File: config.mk
export PLATFORM = sky130hd
export DESIGN_NAME = battery_gauge_led_sequencer_flat
export DESIGN_NICKNAME = d
export VERILOG_FILES = /design/src/rtl/bgls_pkg.sv /design/src/rtl/bgls_if.sv /design/src/rtl/battery_gauge_led_sequencer.sv /design/src/flat_wrapper.sv
export SDC_FILE = /design/constraint.sdc
export NUM_CORES = 1
export LEC_CHECK = 0
export BUFFER_PORTS_ARGS = -buffer_cell sky130_fd_sc_hd__buf_2
export CORE_MARGIN = 2
export CORE_UTILIZATION = 40
export DETAILED_ROUTE_END_ITERATION = 7
export PLACE_DENSITY = 0.68
export SYNTH_ARGS = -nofsm -noshare
export SYNTH_HDL_FRONTEND = slang
export SYNTH_SLANG_ARGS = --single-unit
File: constraint.sdc
create_clock -name clk -period 5.7 [get_ports clk]
set_clock_uncertainty 0.2 [all_clocks]
set_input_delay 1.14 -clock clk [delete_from_list [all_inputs] [get_ports clk]]
set_output_delay 1.14 -clock clk [all_outputs]
set_load 0.005 [all_outputs]
File: src/rtl/bgls_pkg.sv
`default_nettype none

package bgls_pkg;

  // Configuration register indexes, in the order of the register map.
  localparam int unsigned CfgAddrBits = 3;
  typedef logic [CfgAddrBits-1:0] cfg_addr_t;

  localparam cfg_addr_t REG_LOW_LEVEL     = 3'd0;
  localparam cfg_addr_t REG_MID_LEVEL     = 3'd1;
  localparam cfg_addr_t REG_THREE_QUARTER = 3'd2;
  localparam cfg_addr_t REG_FULL_LEVEL    = 3'd3;
  localparam cfg_addr_t REG_HOT_LEVEL     = 3'd4;
  localparam cfg_addr_t REG_HYST_STEP     = 3'd5;

  // Hysteresis step width, fixed whatever the sample width.
  localparam int unsigned HystBits = 8;
  typedef logic [HystBits-1:0] hyst_t;

  // Level reset values, given for a 10-bit converter.
  localparam int unsigned RefBits         = 10;
  localparam int unsigned LowLevelReset   = 600;
  localparam int unsigned MidLevelReset   = 700;
  localparam int unsigned ThreeQtrReset   = 800;
  localparam int unsigned FullLevelReset  = 900;
  localparam int unsigned HotLevelReset   = 512;
  localparam hyst_t       HystStepReset   = 8'd20;

  // LED patterns (bit 3 is the lowest level, bit 0 the top).
  typedef logic [3:0] led_t;
  localparam led_t LED_NONE    = 4'b0000;
  localparam led_t LED_LOW     = 4'b1000;
  localparam led_t LED_MID     = 4'b0100;
  localparam led_t LED_THREE_Q = 4'b0010;
  localparam led_t LED_TOP     = 4'b0001;
  localparam led_t BAR_LOW     = 4'b1000;
  localparam led_t BAR_MID     = 4'b1100;
  localparam led_t BAR_THREE_Q = 4'b1110;
  localparam led_t BAR_FULL    = 4'b1111;

  // Timer request codes.
  typedef logic [1:0] timer_t;
  localparam timer_t TIMER_NONE    = 2'd0;
  localparam timer_t TIMER_SCAN    = 2'd1;
  localparam timer_t TIMER_STANDBY = 2'd2;

  // Fill animation step, one-hot.
  typedef enum logic [4:0] {
    STEP_LOW     = 5'b00001,
    STEP_MID     = 5'b00010,
    STEP_THREE_Q = 5'b00100,
    STEP_FULL    = 5'b01000,
    STEP_DONE    = 5'b10000
  } fill_step_t;

  // Scales a 10-bit level to another converter width.
  function automatic int unsigned scale_level(int unsigned value, int unsigned bits);
    int unsigned scaled;
    if (bits >= RefBits) begin
      scaled = value << (bits - RefBits);
    end else begin
      scaled = value >> (RefBits - bits);
    end
    return scaled;
  endfunction

endpackage

`default_nettype wire

File: src/rtl/bgls_if.sv
`default_nettype none

// Input channel: one tick of samples.
interface bgls_in_if #(parameter int SAMPLE_BITS = 10);
  logic                   valid;
  logic                   ready;
  logic                   charger_plugged;
  logic [SAMPLE_BITS-1:0] battery_sample;
  logic [SAMPLE_BITS-1:0] temperature_sample;

  modport source (output valid, output charger_plugged, output battery_sample,
                  output temperature_sample, input ready);
  modport sink (input valid, input charger_plugged, input battery_sample,
                input temperature_sample, output ready);
endinterface

// Result channel: LED drive, fan and timer request for one tick.
interface bgls_out_if;
  logic       valid;
  logic       ready;
  logic [3:0] steady_leds;
  logic [3:0] flash_leds;
  logic       fan_on;
  logic [1:0] timer_request;
  logic       battery_full;

  modport source (output valid, output steady_leds, output flash_leds, output fan_on,
                  output timer_request, output battery_full, input ready);
  modport sink (input valid, input steady_leds, input flash_leds, input fan_on,
                input timer_request, input battery_full, output ready);
endinterface

// Configuration write channel.
interface bgls_cfg_if #(parameter int SAMPLE_BITS = 10);
  logic                   valid;
  logic                   ready;
  logic [2:0]             addr;
  logic [SAMPLE_BITS-1:0] data;

  modport source (output valid, output addr, output data, input ready);
  modport sink (input valid, input addr, input data, output ready);
endinterface

`default_nettype wire

File: src/rtl/battery_gauge_led_sequencer.sv
// An input tick passes through the input register and then the result register.
// Throughput: one tick per cycle. While a result waits to be taken, one more tick
// is taken into the empty input register, and the input then stalls until it moves on.
// Reset (rst, synchronous, active high) loads the level defaults, clears the
// animation and mode flags, marks the battery not full and empties both stages.
`default_nettype none

module battery_gauge_led_sequencer #(
  parameter int SAMPLE_BITS = 10
) (
  input  logic         clk,
  input  logic         rst,
  bgls_in_if.sink      samples,
  bgls_out_if.source   result,
  bgls_cfg_if.sink     cfg
);
  import bgls_pkg::*;

  typedef logic [SAMPLE_BITS-1:0] sample_t;

  localparam sample_t SAMPLE_MAX = {SAMPLE_BITS{1'b1}};
  localparam sample_t LOW_RST    = SAMPLE_BITS'(scale_level(LowLevelReset, SAMPLE_BITS));
  localparam sample_t MID_RST    = SAMPLE_BITS'(scale_level(MidLevelReset, SAMPLE_BITS));
  localparam sample_t THREE_RST  = SAMPLE_BITS'(scale_level(ThreeQtrReset, SAMPLE_BITS));
  localparam sample_t FULL_RST   = SAMPLE_BITS'(scale_level(FullLevelReset, SAMPLE_BITS));
  localparam sample_t HOT_RST    = SAMPLE_BITS'(scale_level(HotLevelReset, SAMPLE_BITS));

  // Configuration registers.
  sample_t low_lvl;
  sample_t mid_lvl;
  sample_t three_lvl;
  sample_t full_lvl;
  sample_t hot_lvl;
  hyst_t   hyst_step;

  // Input stage.
  logic    s_valid;
  logic    s_plugged;
  sample_t s_batt;
  sample_t s_temp;

  // Gauge state.
  fill_step_t fill_step, fill_step_next;
  logic       full_shifted, full_shifted_next;
  logic       hot_shifted, hot_shifted_next;
  logic       not_full, not_full_next;
  logic       charging_entered, charging_entered_next;
  logic       standby_entered, standby_entered_next;
  led_t       led_latch, led_latch_next;

  // Result stage.
  logic   r_valid;
  led_t   r_steady;
  led_t   r_flash;
  logic   r_fan;
  timer_t r_timer;
  logic   r_full;

  led_t   flash_next;
  led_t   bar;
  timer_t timer_next;
  logic   fan_next;

  logic               advance;
  sample_t            hyst_ext;
  logic [SAMPLE_BITS:0] hot_sum;
  sample_t            hot_eff;
  sample_t            full_eff;

  assign advance       = s_valid && (!r_valid || result.ready);
  assign samples.ready = !s_valid || advance;
  assign cfg.ready     = 1'b1;

  // Configuration writes; the register width masks the data.
  always_ff @(posedge clk) begin
    if (rst) begin
      low_lvl   <= LOW_RST;
      mid_lvl   <= MID_RST;
      three_lvl <= THREE_RST;
      full_lvl  <= FULL_RST;
      hot_lvl   <= HOT_RST;
      hyst_step <= HystStepReset;
    end else if (cfg.valid) begin
      unique case (cfg.addr)
        REG_LOW_LEVEL:     low_lvl   <= cfg.data;
        REG_MID_LEVEL:     mid_lvl   <= cfg.data;
        REG_THREE_QUARTER: three_lvl <= cfg.data;
        REG_FULL_LEVEL:    full_lvl  <= cfg.data;
        REG_HOT_LEVEL:     hot_lvl   <= cfg.data;
        REG_HYST_STEP:     hyst_step <= cfg.data[HystBits-1:0];
        default: ;
      endcase
    end
  end

  // Input register.
  always_ff @(posedge clk) begin
    if (rst) begin
      s_valid <= 1'b0;
    end else if (samples.valid && samples.ready) begin
      s_valid <= 1'b1;
    end else if (advance) begin
      s_valid <= 1'b0;
    end
  end

  always_ff @(posedge clk) begin
    if (samples.valid && samples.ready) begin
      s_plugged <= samples.charger_plugged;
      s_batt    <= samples.battery_sample;
      s_temp    <= samples.temperature_sample;
    end
  end

  // Effective thresholds: the fan level rises and the full level drops once crossed.
  assign hyst_ext = SAMPLE_BITS'(hyst_step);
  assign hot_sum  = {1'b0, hot_lvl} + {1'b0, hyst_ext};

  always_comb begin
    if (!hot_shifted) begin
      hot_eff = hot_lvl;
    end else if (hot_sum[SAMPLE_BITS]) begin
      hot_eff = SAMPLE_MAX;
    end else begin
      hot_eff = hot_sum[SAMPLE_BITS-1:0];
    end
  end

  always_comb begin
    if (!full_shifted) begin
      full_eff = full_lvl;
    end else if (full_lvl > hyst_ext) begin
      full_eff = full_lvl - hyst_ext;
    end else begin
      full_eff = '0;
    end
  end

  // One tick: fan comparator, then the charging animation or the standby bar.
  always_comb begin
    fill_step_next        = fill_step;
    full_shifted_next     = full_shifted;
    not_full_next         = not_full;
    charging_entered_next = charging_entered;
    standby_entered_next  = standby_entered;
    led_latch_next        = led_latch;
    flash_next            = LED_NONE;
    timer_next            = TIMER_NONE;
    bar                   = LED_NONE;

    fan_next         = s_temp < hot_eff;
    hot_shifted_next = fan_next;

    if (s_plugged && not_full) begin
      if (!charging_entered) begin
        charging_entered_next = 1'b1;
        standby_entered_next  = 1'b0;
        timer_next            = TIMER_SCAN;
      end
      unique case (fill_step)
        STEP_LOW: begin
          if (s_batt > low_lvl) begin
            led_latch_next = led_latch | LED_LOW;
            fill_step_next = STEP_MID;
          end
        end
        STEP_MID: begin
          if (s_batt > mid_lvl) begin
            led_latch_next = led_latch | LED_MID;
            fill_step_next = STEP_THREE_Q;
          end else begin
            led_latch_next = LED_NONE;
            fill_step_next = STEP_LOW;
          end
        end
        STEP_THREE_Q: begin
          if (s_batt > three_lvl) begin
            led_latch_next = led_latch | LED_THREE_Q;
            fill_step_next = STEP_FULL;
          end else begin
            led_latch_next = LED_NONE;
            fill_step_next = STEP_LOW;
          end
        end
        STEP_FULL: begin
          if (s_batt > full_eff) begin
            full_shifted_next = 1'b1;
            led_latch_next    = led_latch | LED_TOP;
            fill_step_next    = STEP_DONE;
          end else begin
            full_shifted_next = 1'b0;
            led_latch_next    = LED_NONE;
            fill_step_next    = STEP_LOW;
          end
        end
        STEP_DONE: begin
          led_latch_next = LED_NONE;
          not_full_next  = 1'b0;
          fill_step_next = STEP_LOW;
        end
        default: ;
      endcase
    end else begin
      fill_step_next = STEP_LOW;
      if (!standby_entered) begin
        standby_entered_next  = 1'b1;
        charging_entered_next = 1'b0;
        timer_next            = TIMER_STANDBY;
      end else begin
        // Later passing comparisons override earlier ones.
        if (s_batt > low_lvl) begin
          bar = BAR_LOW;
        end
        if (s_batt > mid_lvl) begin
          bar = BAR_MID;
        end
        if (s_batt > three_lvl) begin
          bar = BAR_THREE_Q;
        end
        not_full_next = 1'b1;
        if (s_batt >= full_eff) begin
          bar           = BAR_FULL;
          not_full_next = 1'b0;
        end
        flash_next     = bar;
        led_latch_next = LED_NONE;
      end
    end
  end

  // State update, once per tick that moves into the result register.
  always_ff @(posedge clk) begin
    if (rst) begin
      fill_step        <= STEP_LOW;
      full_shifted     <= 1'b0;
      hot_shifted      <= 1'b0;
      not_full         <= 1'b1;
      charging_entered <= 1'b0;
      standby_entered  <= 1'b0;
      led_latch        <= LED_NONE;
    end else if (advance) begin
      fill_step        <= fill_step_next;
      full_shifted     <= full_shifted_next;
      hot_shifted      <= hot_shifted_next;
      not_full         <= not_full_next;
      charging_entered <= charging_entered_next;
      standby_entered  <= standby_entered_next;
      led_latch        <= led_latch_next;
    end
  end

  // Result register.
  always_ff @(posedge clk) begin
    if (rst) begin
      r_valid <= 1'b0;
    end else if (advance) begin
      r_valid <= 1'b1;
    end else if (result.ready) begin
      r_valid <= 1'b0;
    end
  end

  always_ff @(posedge clk) begin
    if (advance) begin
      r_steady <= led_latch_next;
      r_flash  <= flash_next;
      r_fan    <= fan_next;
      r_timer  <= timer_next;
      r_full   <= !not_full_next;
    end
  end

  assign result.valid         = r_valid;
  assign result.steady_leds   = r_steady;
  assign result.flash_leds    = r_flash;
  assign result.fan_on        = r_fan;
  assign result.timer_request = r_timer;
  assign result.battery_full  = r_full;

`ifndef ASSERT_OFF
  // A flashed bar only comes from a standby tick, which clears the held LEDs.
  a_flash_clears_steady: assert property (@(posedge clk) disable iff (rst)
    r_valid && (r_flash != LED_NONE) |-> (r_steady == LED_NONE))
    else $error("flash bar shown while steady LEDs are lit");

  // The tick that enters standby does not flash.
  a_standby_entry_no_flash: assert property (@(posedge clk) disable iff (rst)
    r_valid && (r_timer == TIMER_STANDBY) |-> (r_flash == LED_NONE))
    else $error("flash bar on the standby entry tick");

  // The held LEDs fill from the bottom, so the top LED implies the full bar.
  a_steady_fills_up: assert property (@(posedge clk) disable iff (rst)
    r_valid && r_steady[0] |-> (r_steady == BAR_FULL))
    else $error("top LED lit without the lower LEDs");

  // The input stage only empties when its tick moves to the result register.
  a_input_held: assert property (@(posedge clk) disable iff (rst)
    s_valid && !advance |=> s_valid)
    else $error("input tick dropped");

  // Reset empties the result register.
  a_reset_empty: assert property (@(posedge clk)
    rst |=> !r_valid)
    else $error("result valid right after reset");
`endif

endmodule

`default_nettype wire

File: src/flat_wrapper.sv
// flat-port wrapper written by rule: the top's interface ports become plain ports
module battery_gauge_led_sequencer_flat import bgls_pkg::*;
#(
  parameter int SAMPLE_BITS = 10
)
  (clk, rst, samples_valid, samples_charger_plugged, samples_battery_sample, samples_temperature_sample, samples_ready, result_valid, result_steady_leds, result_flash_leds, result_fan_on, result_timer_request, result_battery_full, result_ready, cfg_valid, cfg_addr, cfg_data, cfg_ready);
  bgls_in_if #(.SAMPLE_BITS(SAMPLE_BITS)) samples_i ();
  bgls_out_if result_i ();
  bgls_cfg_if #(.SAMPLE_BITS(SAMPLE_BITS)) cfg_i ();
  input  logic clk;
  input  logic rst;
  input wire logic [$bits(samples_i.valid)-1:0] samples_valid;
  input wire logic [$bits(samples_i.charger_plugged)-1:0] samples_charger_plugged;
  input wire logic [$bits(samples_i.battery_sample)-1:0] samples_battery_sample;
  input wire logic [$bits(samples_i.temperature_sample)-1:0] samples_temperature_sample;
  output wire logic [$bits(samples_i.ready)-1:0] samples_ready;
  output wire logic [$bits(result_i.valid)-1:0] result_valid;
  output wire logic [$bits(result_i.steady_leds)-1:0] result_steady_leds;
  output wire logic [$bits(result_i.flash_leds)-1:0] result_flash_leds;
  output wire logic [$bits(result_i.fan_on)-1:0] result_fan_on;
  output wire logic [$bits(result_i.timer_request)-1:0] result_timer_request;
  output wire logic [$bits(result_i.battery_full)-1:0] result_battery_full;
  input wire logic [$bits(result_i.ready)-1:0] result_ready;
  input wire logic [$bits(cfg_i.valid)-1:0] cfg_valid;
  input wire logic [$bits(cfg_i.addr)-1:0] cfg_addr;
  input wire logic [$bits(cfg_i.data)-1:0] cfg_data;
  output wire logic [$bits(cfg_i.ready)-1:0] cfg_ready;
  assign samples_i.valid = samples_valid;
  assign samples_i.charger_plugged = samples_charger_plugged;
  assign samples_i.battery_sample = samples_battery_sample;
  assign samples_i.temperature_sample = samples_temperature_sample;
  assign samples_ready = samples_i.ready;
  assign result_valid = result_i.valid;
  assign result_steady_leds = result_i.steady_leds;
  assign result_flash_leds = result_i.flash_leds;
  assign result_fan_on = result_i.fan_on;
  assign result_timer_request = result_i.timer_request;
  assign result_battery_full = result_i.battery_full;
  assign result_i.ready = result_ready;
  assign cfg_i.valid = cfg_valid;
  assign cfg_i.addr = cfg_addr;
  assign cfg_i.data = cfg_data;
  assign cfg_ready = cfg_i.ready;
  battery_gauge_led_sequencer #(.SAMPLE_BITS(SAMPLE_BITS)) u_core (.clk(clk), .rst(rst), .samples(samples_i), .result(result_i), .cfg(cfg_i));
endmodule
==> reports/results.ini, run 1 <==
[synth]
synth_warnings = 0
synth_adder_area_share_pct = 14.0
syn_area_per_cell_um2 = 8.85
synth_seq_cells = 107
synth-simple-area-share_pct = 19.3
synth_compound_gate_area_share_pct = 17.8
ys_types = 64
synth-main-ff-cell = dfxtp_1
seq_area_frac_synth_pct = 40.6
synth-xor-area-share_pct = 1.29
synth_area_mm2 = 0.00610
synth_top_family_by_area = simple AND/OR/NAND/NOR gates
synth-edff-count = 33
synthCells = 689
synth-async-reset-ratio_pct = 0
muxShareOfSynthArea_pct = 2.46
syn_nets = 795

[power]
p_leak_nw = 2.80
ir_drop_uv = 194
total_power_mw = 1.66
cellPowerDensity_mw_per_mm2 = 243

[placement]
placed_cells = 914
hpwl_um = 10400
postPlaceCellArea_mm2 = 0.00654
port_buffers = 52
place_congestion = 0.924
dp_slack_ns = 1.23

[routing]
drt-total-wl_um = 13700
route.detailed.wl_per_inst_um = 14.7
dr_total_vias = 5023
avgViaCountPerCell = 5.40
ant_nets = 0
drt-initial-drc-count = 287
post-route-drc-count = 0
dr.pass1.iters = 5

[critical_path]
critPathArrivalTime_ns = 4.43
crit_path_start_kind = flip-flop
end_kind = flip-flop
r2r_slack_ns = 1.18
criticalPathCategory = flip-flop to flip-flop
required_ns = 5.61
critPathMaxFanout = 4

[layout]
seq_area_mm2 = 0.00247
multiInputGateArea_mm2 = 0.00336
antenna_cells = 0
final_area_mm2 = 0.00684
stdcell_count = 930
fill_cells = 1473
fin_nets = 843
finish.utilization_pct = 45.5
drive_above_1_share_pct = 11.5
area_growth_pct = 12.1

[timing]
timing.final.ws_setup_ns = 1.18
rsz0062_at_grt = no
max_freq_mhz = 221
slew_violations = 0
max_slew_margin_pct = 24.4
hold_ws_ns = 0.256
finalCritPeriodShare_pct = 79.2
worst_pin_slew_ns = 1.13
finalSetupTns_ns = 0
setup_viol = 0
hold_viol = 0
min_period_ns = 4.52

[floorplanning]
dieWidth_um = 127
fp.dieH_um = 127
floorplan.initialDensity_pct = 40.5
dieArea_mm2 = 0.0162
core_mm2 = 0.0150
io_pins = 54
rows = 45

[clock_network]
hold_buffers = 0
clockBufferDepth = 2
cts.sinks = 107
clkTransAtPathRegs_ns = 0.07
cts_setup_buffers = 0
cts_tree = yes
worstSkewPairLatency_ns = 0.36
cts_buffers = 9
post_cts_resized = 0
h-tree-depth = 3
cts_root_buffer = clkbuf_16

[status]
status = complete, no violations

[global_route]
grt_max_degree = 75
antenna_found_initial = 0
grt_pass1_vias = 4613
overflow = 0
grt_usage_pct = 17.5
grt_first_pass_wirelength_um = 22700

[min_path]
hold_path_class = flip-flop to flip-flop

[run]
maxCapViolCount = 0

## cell usage in the layout, fill, tap and decap left out, types with 13 or more instances in the layout
cell and n:
nor2_1 61, a211o_1 13, nand2_1 99, inv_1 51
dfxtp_1 74, edfxtp_1 33, mux2i_1 15, buf_2 52
nor2b_1 17, o21ai_0 26, a21oi_1 58, ha_1 65
## cell usage after synthesis (all sizes together) (9+ instances only)
| cell | number | area (um2) |
|---|---|---|
| nand3b | 10 | 75.1 |
| nand4 | 9 | 56.3 |
| o21ai | 28 | 144 |
| nand3 | 11 | 55.1 |
| clkbuf | 16 | 70.1 |
| nand2b | 11 | 68.8 |
| a21o | 11 | 82.6 |
| a31oi | 9 | 56.3 |
| a21oi | 59 | 299 |
| inv | 52 | 195 |
| nor2b | 17 | 106 |
| nor3 | 15 | 80.1 |
| nor2 | 62 | 235 |
| nand2 | 99 | 372 |
| a211oi | 11 | 87.6 |
| ha | 65 | 813 |
| a211o | 13 | 114 |
| mux2i | 15 | 150 |
| dfxtp | 74 | 1480 |
| edfxtp | 33 | 991 |
## cells by family after synthesis
kind of cell,after synthesis
AND/OR/NAND/NOR,252
AO/OA/AOI/OAI,168
flip-flops,107
buffers and inverters,70
adder cells (fa/ha/maj),67
multiplexers,15
XOR/XNOR,9
other,1
## path summary, 6_finish.rpt
check                            from                           end  depth (start not counted)
setup / recovery  u_core.hyst_step[1]  u_core.result.steady_leds[3]                         16
hold / removal    u_core.three_lvl[7]           u_core.three_lvl[7]                          2
setup reg to reg  u_core.hyst_step[1]  u_core.result.steady_leds[3]                         16
hold reg to reg   u_core.three_lvl[7]           u_core.three_lvl[7]                          2
## power by group
group          switching (mW)  internal (mW)  leakage [nW]
Combinational           0.119         0.0849          1.74
Clock                   0.296          0.327         0.146
Sequential             0.0218          0.813         0.920
Total                   0.437           1.22          2.80
## routing by layer
metal | vias up | track usage, % | wire length [um]
met5 | - | 0 | 0
met4 | 0 | 5.49 | 223
met3 | 21 | 2.97 | 650
met2 | 118 | 27.9 | 6180
met1 | 2329 | 24.2 | 6640
li1 | 2555 | - | -
## state kept, by name, indices dropped and copies added, names as in the netlist
name / flops
u_core.mid_lvl: 10
u_core.hyst_step: 8
u_core.result.flash_leds: 4
u_core.s_valid: 1
u_core.standby_entered: 1
u_core.result.valid: 1
u_core.s_plugged: 1
u_core.result.steady_leds: 4
u_core.not_full: 1
u_core.hot_lvl: 10
u_core.result.battery_full: 1
u_core.fill_step: 5
u_core.hot_shifted: 1
u_core.three_lvl: 10
u_core.full_lvl: 10
u_core.result.fan_on: 1
u_core.led_latch: 4
u_core.charging_entered: 1
u_core.low_lvl: 10
u_core.s_batt: 10
u_core.full_shifted: 1
u_core.s_temp: 10
u_core.result.timer_request: 2
## worst max-delay path, stage by stage (launching register included)
cell,delay (ns)
dfxtp_1,0.36
inv_1,0.12
ha_1,0.32
nor2b_1,0.13
o21ai_0,0.20
a21oi_1,0.13
o41ai_1,0.42
o21ai_0,0.18
a2111oi_0,0.40
a21oi_1,0.10
ha_1,0.29
and4_1,0.24
a311oi_1,0.40
o211ai_1,0.22
nor3_2,0.29
nor2_1,0.07
o22a_1,0.22
## layout make-up
class                      count  area share (%)
sequential                   107            36.2
clock inverter                 5           0.604
tap                          188            3.44
inverter                      52            2.86
timing repair buffer          55            4.14
multi-input combinational    512            49.1
clock buffer                  11            3.70
Power figures use the tool's default switching activity.
==> run 2, diff against run 1 <==
- ABC_AREA: not set -> 1
- clock period: 5.7 -> 4.2 ns (I/O delays scaled with it)
==> reports/results.ini, run 2 <==
[placement]
placed_cells = 990  ; +8.3%
place_congestion = 0.870  ; -5.8%
hpwl_um = 10800  ; +4.1%
port_buffers = 52  ; unchanged
dp_slack_ns = 0.873  ; -0.352 ns

[timing]
hold_viol = 0  ; unchanged
rsz0062_at_grt = no
setup_viol = 0  ; unchanged
finalSetupTns_ns = 0  ; unchanged
min_period_ns = 3.37  ; -1.15 ns
slew_violations = 0  ; unchanged
max_slew_margin_pct = 38.8  ; +14 points
finalCritPeriodShare_pct = 80.3  ; +1.0 points
timing.final.ws_setup_ns = 0.829  ; -0.355 ns
worst_pin_slew_ns = 0.913  ; -0.215 ns
max_freq_mhz = 297  ; +34%
hold_ws_ns = 0.257  ; +0.00139 ns

[synth]
synth_common_cells = 133 x nand2_1, 106 x inv_1, 74 x dfxtp_1, 71 x a21oi_1, 71 x nor2_1
syn_area_per_cell_um2 = 8.03  ; -9.2%
synth_warnings = 0  ; unchanged
synth-xor-area-share_pct = 1.86  ; +0.57 points
synth_compound_gate_area_share_pct = 15.7  ; -2.1 points
yosysMostFrequentCell = nand2_1
synth-edff-count = 33  ; unchanged
synth_top_family_by_area = simple AND/OR/NAND/NOR gates
yosysTopAreaCell = dfxtp_1
syn_nets = 867  ; +9.1%
synth_adder_area_share_pct = 14.0  ; -0.034 points
synth-main-ff-cell = dfxtp_1
seq_area_frac_synth_pct = 40.5  ; -0.10 points
synth_top_area_share_pct = 24.2  ; -0.060 points
synth-async-reset-ratio_pct = 0  ; unchanged
synth_area_leaders = dfxtp_1 24%, edfxtp_1 16%, ha_1 13%
synth-simple-area-share_pct = 20.0  ; +0.69 points
synth_area_mm2 = 0.00611  ; +0.25%
synthCells = 761  ; +10%
ys_types = 44  ; -31%
synth_seq_cells = 107  ; unchanged
muxShareOfSynthArea_pct = 0  ; -2.5 points

[floorplanning]
dieArea_mm2 = 0.0163  ; +0.24%
io_pins = 54  ; unchanged
dieWidth_um = 128  ; +0.12%
core_mm2 = 0.0151  ; +0.37%
floorplan.initialDensity_pct = 40.5  ; -0.052 points
fp.dieH_um = 128  ; +0.12%
rows = 45  ; unchanged

[clock_network]
cts_setup_buffers = 0  ; unchanged
clkTransAtPathRegs_ns = 0.07  ; about the same
hold_buffers = 0  ; unchanged
cts.sinks = 107  ; unchanged
cts_root_buffer = clkbuf_16
h-tree-depth = 3  ; unchanged
worstSkewPairLatency_ns = 0.35  ; about the same
clockBufferDepth = 2  ; unchanged
cts_tree = yes
post_cts_resized = 0  ; unchanged
cts_buffers = 9  ; unchanged

[status]
status = complete, no violations

[routing]
avgViaCountPerCell = 5.11  ; -5.4%
drt-initial-drc-count = 341  ; +19%
dr_total_vias = 5139  ; +2.3%
post-route-drc-count = 0  ; unchanged
drt-total-wl_um = 14200  ; +3.5%
route.detailed.wl_per_inst_um = 14.1  ; -4.3%
ant_nets = 0  ; unchanged
dr.pass1.iters = 5  ; unchanged

[layout]
layout_common_cells = 133 x nand2_1, 106 x inv_1, 74 x dfxtp_1
area_growth_pct = 11.9
drive_above_1_share_pct = 12.0  ; +0.52 points
fin_nets = 919  ; +9.0%
stdcell_count = 1006  ; +8.2%
mostFrequentLayoutCell = nand2_1
antenna_cells = 0  ; unchanged

[critical_path]
cpMostUsedCell = nand2_1
criticalPathCategory = flip-flop to flip-flop
reg2reg_to = u_core.result.steady_leds[0]
critPathMaxFanout = 4  ; unchanged
crit_path_start_kind = flip-flop
slowest_stage = fa_1
r2r_slack_ns = 0.83  ; -0.35 ns
r2r-start = u_core.hyst_step[0]
r2r_cells = 20  ; +4
critPathArrivalTime_ns = 3.28  ; -1.15 ns
max_stage_delay_ns = 0.45  ; +0.03 ns
path_cells = ha_1, inv_1, fa_1, nand2_1, nand2_1, nand2_1, nand2_1, a21oi_1, nand2_1, nand2_1, nand3_1, ha_1, nand2_2, inv_1, a21oi_1, nand3_1, nand3_2, nand4_1, nand2_1, nand2_1
required_ns = 4.10  ; -1.51 ns
end_kind = flip-flop

[power]
cellPowerDensity_mw_per_mm2 = 333  ; +37%
p_leak_nw = 3.18  ; +14%
ir_drop_uv = 223  ; +15%

[global_route]
use_met2_pct = 29.3  ; +1.4 points
antenna_found_initial = 0  ; unchanged
overflow = 0  ; unchanged
grtUsageMet3_pct = 3.69  ; +0.71 points
grt_max_degree = 33  ; -56%
grt_pass1_vias = 4916  ; +6.6%
top_usage_layer = met2
grt_usage_pct = 18.5  ; +1.1 points
met1_usage_pct = 25.6  ; +1.4 points
grt_first_pass_wirelength_um = 23900  ; +5.4%

[run]
maxCapViolCount = 0  ; unchanged

[min_path]
holdPathStages = 2  ; unchanged
min_to = u_core.three_lvl[2]
hp-start = u_core.three_lvl[2]
hold_path_class = flip-flop to flip-flop

==> run 2: power breakdown <==
part	total, mW	internal, mW	switching [mW]
Combinational	0.327	0.125	0.202
Sequential	1.15	1.12	0.0359
Clock	0.796	0.408	0.388
Total	2.28	1.65	0.626
==> run 2: worst max path at each step <==
stage / startpoint / to / slack (ns) / depth (start not counted)
2_1_floorplan: u_core.full_lvl[0] / u_core.result.flash_leds[3] / 1.16 / 20
3_3_place_gp: u_core.hyst_step[3] / u_core.result.steady_leds[1] / 0.92 / 23
3_5_place_dp: u_core.hyst_step[3] / u_core.result.steady_leds[0] / 0.87 / 21
4_1_cts: u_core.hyst_step[3] / u_core.result.steady_leds[0] / 0.85 / 21
5_1_grt: u_core.hyst_step[3] / u_core.led_latch[3] / 0.49 / 23
6_report: u_core.hyst_step[0] / u_core.result.steady_leds[0] / 0.83 / 20
==> run 2: worst max-delay path, delay by kind of cell (launching register included) <==
| family | cells | cell delay, ns |
|---|---|---|
| and+or+nand+nor | 13 | 1.23 |
| DFF | 1 | 0.37 |
| adders and majority gates | 3 | 0.89 |
| AOI/OAI and AO/OA | 2 | 0.35 |
| buffers and inverters | 2 | 0.09 |
==> run 2: layer usage <==
layer / part of all wire (%) / wire (um)
met2: 45 / 6390
met5: 0 / 0
met1: 50 / 7020
met4: 2.0 / 288
met3: 3.4 / 477
==> run 2: through the flow <==
| stage | util, % | total power [mW] | instance area (um2) |
|---|---|---|---|
| 6_report | 45.3 | 2.28 | 6840 |
| 3_5_place_dp | 43.6 | 1.50 | 6570 |
| 3_3_place_gp | 43.6 | 1.50 | 6570 |
| 2_1_floorplan | - | 1.39 | 6110 |
| 4_1_cts | 45.3 | 2.29 | 6840 |
| 5_1_grt | 45.3 | 2.39 | 6840 |
==> run 2: cells by family (layout without fill, tap and decap cells) <==
family,count (synthesis),in the layout
xor+xnor,13,13
flops,107,107
other cells,1,1
compound gates,168,168
simple gates,278,278
buf+inv,127,184
fa+ha+maj,67,67
==> run 2: area by class of cell <==
type | instances | area (um2)
Fill cell | 1507 | 8250
Multi-Input combinational cell | 527 | 3150
Sequential cell | 107 | 2470
Inverter | 111 | 417
Timing Repair Buffer | 57 | 298
Tap cell | 188 | 235
Clock buffer | 11 | 233
Clock inverter | 5 | 35.0
==> run 3, diff against run 2 <==
- clock period: 4.2 -> 3.34 ns (I/O delays scaled with it)
==> reports/results.ini, run 3 (synthesis results as in run 2) <==
[routing]
ant_nets = 0  ; unchanged
route.detailed.wl_per_inst_um = 14.7  ; +4.5%
avgViaCountPerCell = 5.15  ; +0.74%
drt-total-wl_um = 14900  ; +5.2%
drt-initial-drc-count = 387  ; +13%
dr_total_vias = 5213  ; +1.4%
dr.pass1.iters = 5  ; unchanged
post-route-drc-count = 0  ; unchanged

[global_route]
grt_first_pass_wirelength_um = 24000  ; +0.31%
overflow = 0  ; unchanged
grt_usage_pct = 18.6  ; +0.089 points
antenna_found_initial = 0  ; unchanged
grt_pass1_vias = 4861  ; -1.1%
grt_max_degree = 63  ; +91%

[power]
p_clk_share_pct = 36.5  ; +1.5 points
p_leak_nw = 3.25  ; +2.0%
p_sw_uw = 810  ; +29%
ir_drop_uv = 271  ; +22%
p_sw_share_pct = 27.1  ; -0.44 points
cellPowerDensity_mw_per_mm2 = 420  ; +26%
power_frac_seq_pct = 48.5  ; -2.2 points
power_frac_comb_pct = 15.0  ; +0.6 points
power.internal_mw = 2.18  ; +32%

[critical_path]
required_ns = 3.24  ; -0.86 ns
crit_path_start_kind = flip-flop
cpMostUsedCell = nand2_1
end_kind = flip-flop
criticalPathCategory = flip-flop to flip-flop
crit_family = simple AND/OR/NAND/NOR gates
slowest_stage = dfxtp_2
critPathArrivalTime_ns = 3.18  ; -0.10 ns
critPathBufInv = 1  ; -1
critPathMaxFanout = 7  ; +3
max_stage_delay_ns = 0.35  ; -0.10 ns
r2r_cells = 20  ; unchanged
path_cells = inv_1, ha_1, nand2_2, nor3_2, nand3_1, o2111ai_2, nand3_4, nor2_2, a21oi_2, ha_1, nand2_1, nand2_1, nand2_1, nand2_1, nand2_1, nand3_2, nand3_2, nand4_1, nand2_1, nand2_1
critical_path_depth = 20  ; unchanged

[clock_network]
cts_root_buffer = clkbuf_16
cts.sinks = 107  ; unchanged
clockBufferDepth = 2  ; unchanged
worstSkewPairLatency_ns = 0.36  ; about the same
cts_tree = yes
clkTransAtPathRegs_ns = 0.07  ; about the same
h-tree-depth = 3  ; unchanged
cts_buffers = 9  ; unchanged

[floorplanning]
core_mm2 = 0.0151  ; unchanged
fp.dieH_um = 128  ; unchanged
floorplan.initialDensity_pct = 40.5  ; unchanged
io_pins = 54  ; unchanged
dieArea_mm2 = 0.0163  ; unchanged
rows = 45  ; unchanged
dieWidth_um = 128  ; unchanged

[placement]
postPlaceCellArea_mm2 = 0.00659  ; +0.23%
port_buffers = 52  ; unchanged
hpwl_um = 10800  ; +0.33%
placed_cells = 992  ; +0.20%
place_congestion = 0.869  ; about the same

[layout]
area_growth_pct = 16.7
mostFrequentLayoutCell = nand2_1
layout_common_cells = 125 x nand2_1, 102 x inv_1, 69 x dfxtp_1
fin_nets = 926  ; +0.76%
stdcell_count = 1013  ; +0.70%
final_area_mm2 = 0.00713  ; +4.2%
antenna_cells = 0  ; unchanged
drive_above_1_share_pct = 18.2  ; +6.2 points

[status]
status = complete, no violations

[run]
maxCapViolCount = 0  ; unchanged

[timing]
max_freq_mhz = 305  ; +2.7%
min_period_ns = 3.28  ; -0.0898 ns
rsz0062_at_grt = yes
setup_viol = 0  ; unchanged
worst_pin_slew_ns = 0.817  ; -0.0957 ns
finalCritPeriodShare_pct = 98.2  ; +18 points
hold_viol = 0  ; unchanged
max_slew_margin_pct = 45.5  ; +6.7 points
slew_violations = 0  ; unchanged

[min_path]
holdPathStages = 2  ; unchanged
hold_path_class = flip-flop to flip-flop

[run 3: changes by cell type in the layout (fill, tap and decap cells not counted), sizes merged]
cell	delta
inv	-3
clkbuf	+3
buf	+7
[run 3: through the flow]
step	hold WS [ns]	util [%]	power (mW)	worst slack, ns	setup TNS [ns]
after floorplan	0.233	-	1.75	0.296	0
after global placement	0.246	43.7	1.88	0.0839	0
after detailed placement	0.252	43.7	1.89	0.0344	0
after CTS	0.262	45.8	2.97	0.00206	0
after global routing	0.269	47.3	3.13	-0.155	-1.18
final	0.259	47.3	2.99	0.0591	0
[run 3: power groups by stage]
stage / logic, mW / clock network (mW) / registers [mW]
6_report: 0.448 / 1.09 / 1.45
5_1_grt: 0.510 / 1.16 / 1.46
4_1_cts: 0.419 / 1.11 / 1.45
3_5_place_dp: 0.414 / 0 / 1.48
3_3_place_gp: 0.407 / 0 / 1.48
2_1_floorplan: 0.293 / 0 / 1.46
[run 3: repair_timing]
action	CTS	global route
setup endpoints to repair	1	18
pin swaps	2	23
buffers inserted	1	4
gates resized for setup	1	51
hold buffers	0	0
[run 3: path summary, 6_finish.rpt]
check | start | endpoint | slack [ns]
worst max register to register | u_core.hyst_step[7] | u_core.result.steady_leds[0] | 0.06
worst min-delay path | u_core.low_lvl[2] | u_core.low_lvl[2] | 0.26
worst max-delay path | u_core.hyst_step[7] | u_core.result.steady_leds[0] | 0.06
worst min register to register | u_core.low_lvl[2] | u_core.low_lvl[2] | 0.26
[run 3: area by class of cell]
| type | count | area [um2] |
|---|---|---|
| Clock buffer | 14 | 287 |
| Clock inverter | 2 | 15.0 |
| Fill cell | 1450 | 7960 |
| Inverter | 111 | 417 |
| Multi-Input combinational cell | 527 | 3350 |
| Sequential cell | 107 | 2480 |
| Tap cell | 188 | 235 |
| Timing Repair Buffer | 64 | 350 |
[run 3: metal layers]
layer  up-vias  wire, um  GRT usage, %
li1       2676         -             -
met1      2418      7200          25.1
met2        93      6970          30.7
met3        26       476          3.35
met4         0       273          5.43
met5         -         0             0
[run 3: tightest hold or removal path, cell delays in order, from the launching register on]
cell,delay (ns)
dfxtp_1,0.30
inv_1,0.06
a21oi_1,0.06
